### config.mk
export PLATFORM = sky130hd
export DESIGN_NAME = kss_cell
export DESIGN_NICKNAME = d
export VERILOG_FILES = /design/src/hw/rtl/kss_pkg.sv /design/src/hw/rtl/kss_cell.sv
export SDC_FILE = /design/constraint.sdc
export NUM_CORES = 1
export LEC_CHECK = 0
export ABC_AREA = 1
export BUFFER_PORTS_ARGS = -buffer_cell sky130_fd_sc_hd__buf_2
export CAP_MARGIN = 20
export CORE_MARGIN = 1
export CORE_UTILIZATION = 31
export CTS_CLUSTER_SIZE = 8
export DETAILED_ROUTE_END_ITERATION = 6
export GPL_ROUTABILITY_DRIVEN = 0
export PLACE_DENSITY = 0.59
export SLEW_MARGIN = 0
export SYNTH_ARGS = -nofsm -noshare
export SYNTH_HDL_FRONTEND = slang
export SYNTH_SLANG_ARGS = --single-unit
### constraint.sdc
create_clock -name i_clk -period 3.6 [get_ports i_clk]
set_clock_uncertainty 0.2 [all_clocks]
set_input_delay 0.72 -clock i_clk [delete_from_list [all_inputs] [get_ports i_clk]]
set_output_delay 0.72 -clock i_clk [all_outputs]
set_load 0.05 [all_outputs]
### src/hw/rtl/kss_pkg.sv
// ----------------------------------------------------------------------------
// kss_pkg
// Shared types and constants for the k-th smallest selection engine.
// ----------------------------------------------------------------------------
package kss_pkg;

    localparam int DATA_W           = 32;
    localparam int RANK_W           = 6;
    localparam int COUNT_W          = 7;
    localparam int OP_W             = 2;
    localparam int STATUS_W         = 2;
    localparam int DEFAULT_CAPACITY = 64;

    // Stream widths: payload rounded up to whole bytes.
    localparam int S_TDATA_W = ((DATA_W + RANK_W + 7) / 8) * 8;
    localparam int M_TDATA_W = ((DATA_W + COUNT_W + 7) / 8) * 8;

    typedef enum logic [OP_W-1:0] {
        OP_CLEAR  = 2'd0,
        OP_INSERT = 2'd1,
        OP_QUERY  = 2'd2,
        OP_NOP    = 2'd3
    } t_op;

    typedef enum logic [STATUS_W-1:0] {
        ST_OK    = 2'd0,
        ST_FULL  = 2'd1,
        ST_RANGE = 2'd2
    } t_status;

    typedef enum logic {
        S_IDLE = 1'b0,
        S_READ = 1'b1
    } t_state;

    // Control broadcast from the sequencer to every cell.
    typedef struct packed {
        logic ins;    // place the broadcast sample
        logic load;   // copy stored value into the readout chain
        logic shift;  // move the readout chain one cell toward cell 0
    } t_cell_ctl;

    // What a cell hands to its right-hand neighbor.
    typedef struct packed {
        logic                     gt;     // valid and greater than the sample
        logic signed [DATA_W-1:0] value;
    } t_link;

endpackage

### src/hw/rtl/kss_cell.sv
// ----------------------------------------------------------------------------
// kss_cell
// One slot of the sorted store with its readout stage.
// ----------------------------------------------------------------------------
module kss_cell #(
    parameter int IDX   = 0,
    parameter int CNT_W = 7
) (
    input  logic                             i_clk,
    input  kss_pkg::t_cell_ctl               i_ctl,
    input  logic signed [kss_pkg::DATA_W-1:0] i_sample,
    input  logic [CNT_W-1:0]                 i_count,
    input  kss_pkg::t_link                   i_left,
    input  logic signed [kss_pkg::DATA_W-1:0] i_rd_next,
    output kss_pkg::t_link                   o_link,
    output logic signed [kss_pkg::DATA_W-1:0] o_rd
);
    import kss_pkg::*;

    logic signed [DATA_W-1:0] r_value;
    logic signed [DATA_W-1:0] n_value;
    logic signed [DATA_W-1:0] r_rd;
    logic                     valid;
    logic                     gt;

    assign valid = i_count > CNT_W'(IDX);
    assign gt    = valid && (r_value > i_sample);

    assign o_link.gt    = gt;
    assign o_link.value = r_value;
    assign o_rd         = r_rd;

    // Keep a smaller-or-equal value; otherwise take the left value if it moves
    // right, else this is the insertion slot.
    always_comb begin
        priority if (valid && !gt) begin
            n_value = r_value;
        end else if (i_left.gt) begin
            n_value = i_left.value;
        end else begin
            n_value = i_sample;
        end
    end

    always_ff @(posedge i_clk) begin
        if (i_ctl.ins) begin
            r_value <= n_value;
        end
        if (i_ctl.load) begin
            r_rd <= r_value;
        end else if (i_ctl.shift) begin
            r_rd <= i_rd_next;
        end
    end

endmodule

[After elaboration in Yosys (flattened, before gate mapping)]
Cells that the tools add are included.
Widths: inputs -> output; s select.
Operators by class
  order comparisons: 2
  mux-type cells: 3
  bitwise gates (word level): 1
  reductions and logical operators: 5
Operator list (count)
  $mux 32: 3
  $gt 32x32->1: 1
  $gt 7x1->1 const B: 1
  $logic_and 1x1->1: 2
  $reduce_and 2->1: 1
  $reduce_bool 2->1: 1
  $logic_not 1->1: 1
  $not 1->1: 1
Word-level totals
  logic and storage cells: 13
  output and inout port bits: 65
  register bits after elaboration: 64

[Depth between registers and ports, before layout]
  word-level depth: 6
  mapped depth: 17
  mapped depth without buffers: 16

[Worst setup path after synthesis]
Ideal clock, no wire load.
  path type: input to register
  from: in i_sample[31] (netlist name)
  to: reg r_value[0], enable pin
  slack: 0.280 ns
  data arrival time: 2.719 ns
  library setup time: 0.400 ns
  data required time: 3.000 ns
  path buffers: 0
  cell stages on the path: 10
  cell sequence: inv_1 -> ha_1 -> nand2_1 -> nor2_2 -> nand2_2 -> nor4_4 -> nand2_1 -> nand3_1 -> nand3_2 -> a21oi_2
On the way
  longest elaborated chain between the ends: 6
Ends and longest elaborated chain
  start, declared: RTL line kss_cell.sv:11  | input logic signed [kss_pkg::DATA_W-1:0] i_sample,
  $gt 32x32->1: RTL line kss_cell.sv:27  | assign gt = valid && (r_value > i_sample);
  $logic_and 1x1->1: RTL line kss_cell.sv:27
  $logic_not 1->1: RTL line kss_cell.sv:36  | priority if (valid && !gt) begin
  $logic_and 1x1->1: RTL line kss_cell.sv:36
  $not 1->1 (no line)
  $reduce_and 2->1 (no line)
  end signal, assigned: RTL line kss_cell.sv:47  | r_value <= n_value;
  end, declared: RTL line kss_cell.sv:20  | logic signed [DATA_W-1:0] r_value;
No other way between the ends.
A chain may end at the register's enable or synchronous reset.

==> flow_metrics.py <==
metrics = {
    "grt": {
        "gr-usage-all-layers_pct": 16.4,
        "grt_pass1_vias": 3154,
        "grt_max_degree": 38,
        "gr-total-overflow": 0,
        "antenna_found_initial": 0,
        "grt_pass1_wl_um": 14700,
    },
    "yosys": {
        "synth_area_leader_cell": "edfxtp_1",
        "synthTopCellsByArea": "edfxtp_1, nand2_1, ha_1, o21ai_0, inv_1",
        "synthCells": 389,
        "async_flop_share_pct": 0,
        "syn_area_mm2": 0.00357,
        "avgSynthCellArea_um2": 9.18,
        "ys_seq_area_share_pct": 53.8,
        "synth_edf_count": 64,
        "yosysTopAreaCellShare_pct": 53.8,
        "ys_types": 27,
        "synthFlopType": "edfxtp_1",
        "synth_most_common_cell": "nand2_1",
        "synth_common_cells": "nand2_1, edfxtp_1, inv_1",
        "yosysWarnings": 0,
        "synth_nets": 529,
        "synth-seq-cells": 64,
    },
    "timing": {
        "finalSetupViolCount": 0,
        "post-route-period-util_pct": 90.7,
        "min_period_ns": 3.27,
        "max_freq_mhz": 306,
        "worst_pin_slew_ns": 0.830,
        "setup_tns_ns": 0,
        "max-slew-margin-rel_pct": 44.6,
        "drv_slew": 0,
        "hold_viol_final": 0,
        "rsz0062_at_grt": "no",
        "whs_ns": 0.388,
    },
    "setup_path": {
        "r2r_cells": 10,
        "r2r-start": "r_value[31]",
        "worst_r2r_endpoint": "r_value[0]",
        "worst_ep_required_time_ns": 2.68,
        "cp_num_buf_inv": 3,
        "cp-start-kind": "input port",
        "timing_worst_setup_path_type": "in2out",
        "max_stage_delay_ns": 0.33,
        "crit_family": "simple AND/OR/NAND/NOR gates",
        "r2r_slack_ns": 1.04,
        "crit_path_top_delay_cell": "ha_1",
        "path_cells": "buf_2 > inv_1 > ha_1 > nand2_1 > nor2_2 > nand2_2 > nor4_4 > nand2_1 > nand3_1 > nand3_2 > nor2_1 > buf_2",
        "critPathCaptureType": "primary output",
        "cp_data_arrival_time_ns": 2.35,
        "crit_fanout": 4,
    },
    "detailed_routing": {
        "vias": 3200,
        "avgRoutedWirePerCell_um": 13.5,
        "viasPerCell": 4.53,
        "wl_um": 9560,
        "drt.antenna.violating_nets": 0,
        "first_pass_iters": 4,
        "post-route-drc-count": 0,
        "drt_iter0_markers": 129,
    },
    "clock_tree": {
        "cts_sinks": 64,
        "clock_tree.root_cell": "clkbuf_16",
        "holdBufCountCts": 0,
        "cts_buffers": 9,
        "clk_pin_slew_ns": 0.05,
        "cts_tree": "built",
        "htreeDepth": 3,
        "clock_latency_ns": 0.32,
        "cts_setup_buffers": 0,
        "ctsResizeCount": 0,
        "clockBufferDepth": 2,
    },
    "min_path": {
        "min_to": "o_rd[9]",
        "hold_depth": 2,
        "min_path_type": "reg2reg",
        "worstHoldStart": "r_value[9]",
    },
    "status": {
        "status": "completed",
    },
    "layout": {
        "drive_gt1_share_pct": 35.4,
        "nets": 702,
        "multi_input_comb_area_mm2": 0.00143,
        "antennaDiodeCount": 0,
        "seqCellArea_mm2": 0.00192,
        "area_growth_syn_to_layout_pct": 36.4,
        "fillers": 1096,
    },
    "power_and_ir_drop": {
        "internal_power_mw": 1.64,
        "vdd.ir_drop.worst_mv": 0.184,
        "comb_power_share_pct": 27.4,
        "leakage_nw": 2.51,
        "netSwitchingPower_mw": 0.842,
        "p_seq_share_pct": 39.1,
        "clock_power_share_pct": 33.5,
        "p_per_area_mw_per_mm2": 509,
        "swShare_pct": 34.0,
    },
    "die": {
        "start_util_pct": 32.4,
        "core_mm2": 0.0110,
        "die_x_um": 109,
        "ioPinCount": 173,
        "rows": 38,
        "fp.dieH_um": 109,
        "die_area_mm2": 0.0119,
    },
    "placed_design": {
        "io_buffers": 172,
        "hpwlAfterDp_um": 7290,
    },
    "run": {
        "maxCapViolations": 0,
    },
}
sequential cells by signal, indices dropped and copies added (netlist names):
register and flops:
o_rd 32, r_value 32
per-layer routing:
layer	GRT usage [%]	vias to the layer above	wire length [um]
li1	-	1629	-
met1	20.5	1460	4340
met2	27.7	100	4610
met3	3.62	11	449
met4	5.62	0	154
met5	0	-	0
logic make-up after synthesis:
kind of cell / count (synthesis) / synth area share, %
simple gates: 180 / 20.3
buf+inv: 58 / 6.20
fa+ha+maj: 32 / 11.2
flops: 64 / 53.8
mux: 1 / 0.315
compound gates: 54 / 8.10
worst max path at each step:
stage,cells after the start,from,endpoint
after detailed placement,13,i_sample[13],o_link[32]
after global routing,14,i_sample[15],o_link[32]
final,12,i_sample[31],o_link[32]
after floorplan,10,i_sample[31],r_value[0]
after CTS,13,i_sample[13],o_link[32]
after global placement,13,i_sample[13],o_link[32]
worst register-to-register path, cell delays in order (launching register included):
cell and delay, ns:
edfxtp_1 0.42, ha_1 0.36, nand2_1 0.09, nor2_2 0.14
nand2_2 0.09, nor4_4 0.15, nand2_1 0.11, nand3_1 0.09
nand3_2 0.14, a21oi_4 0.16, buf_4 0.28
cells in the final DEF, fill, tap and decap left out, drive strengths merged:
| cell type | instances |
|---|---|
| clkbuf | 10 |
| clkinv | 7 |
| ha | 32 |
| nand2 | 160 |
| mux2 | 1 |
| and2 | 1 |
| edfxtp | 64 |
| a21oi | 15 |
| nor4 | 2 |
| o21a | 2 |
| or2 | 1 |
| o21ai | 35 |
| bufinv | 1 |
| nand3 | 3 |
| nor2 | 10 |
| nor3 | 1 |
| nand4 | 2 |
| inv | 41 |
| a21o | 2 |
| buf | 177 |
power by group through the flow:
| stage | sequential, mW | combinational [mW] | clock, mW |
|---|---|---|---|
| 5_1_grt | 0.979 | 0.739 | 0.882 |
| 4_1_cts | 0.970 | 0.687 | 0.851 |
| 2_1_floorplan | 1.25 | 0.216 | 0 |
| 3_3_place_gp | 0.981 | 0.678 | 0 |
| 6_report | 0.969 | 0.679 | 0.830 |
| 3_5_place_dp | 0.984 | 0.686 | 0 |
stage by stage:
stage / total power [mW] / setup slack, ns / utilization, % / instance area [um2] / instances
after floorplan: 1.47 / 0.280 / - / 3570 / 389
after global placement: 1.66 / 0.293 / 41.6 / 4590 / 691
after detailed placement: 1.67 / 0.311 / 41.6 / 4590 / 691
after CTS: 2.51 / 0.305 / 44.1 / 4870 / 707
after global routing: 2.60 / 0.117 / 44.1 / 4870 / 707
final: 2.48 / 0.334 / 44.1 / 4870 / 707
final cells by class:
cell class / instances / area share [%]
Clock inverter: 6 / 1.03
Multi-Input combinational cell: 267 / 29.4
Inverter: 43 / 3.31
Timing Repair Buffer: 177 / 18.4
Tap cell: 140 / 3.60
Clock buffer: 10 / 4.70
Sequential cell: 64 / 39.5
Note: power is estimated with default switching activity, not from simulation.
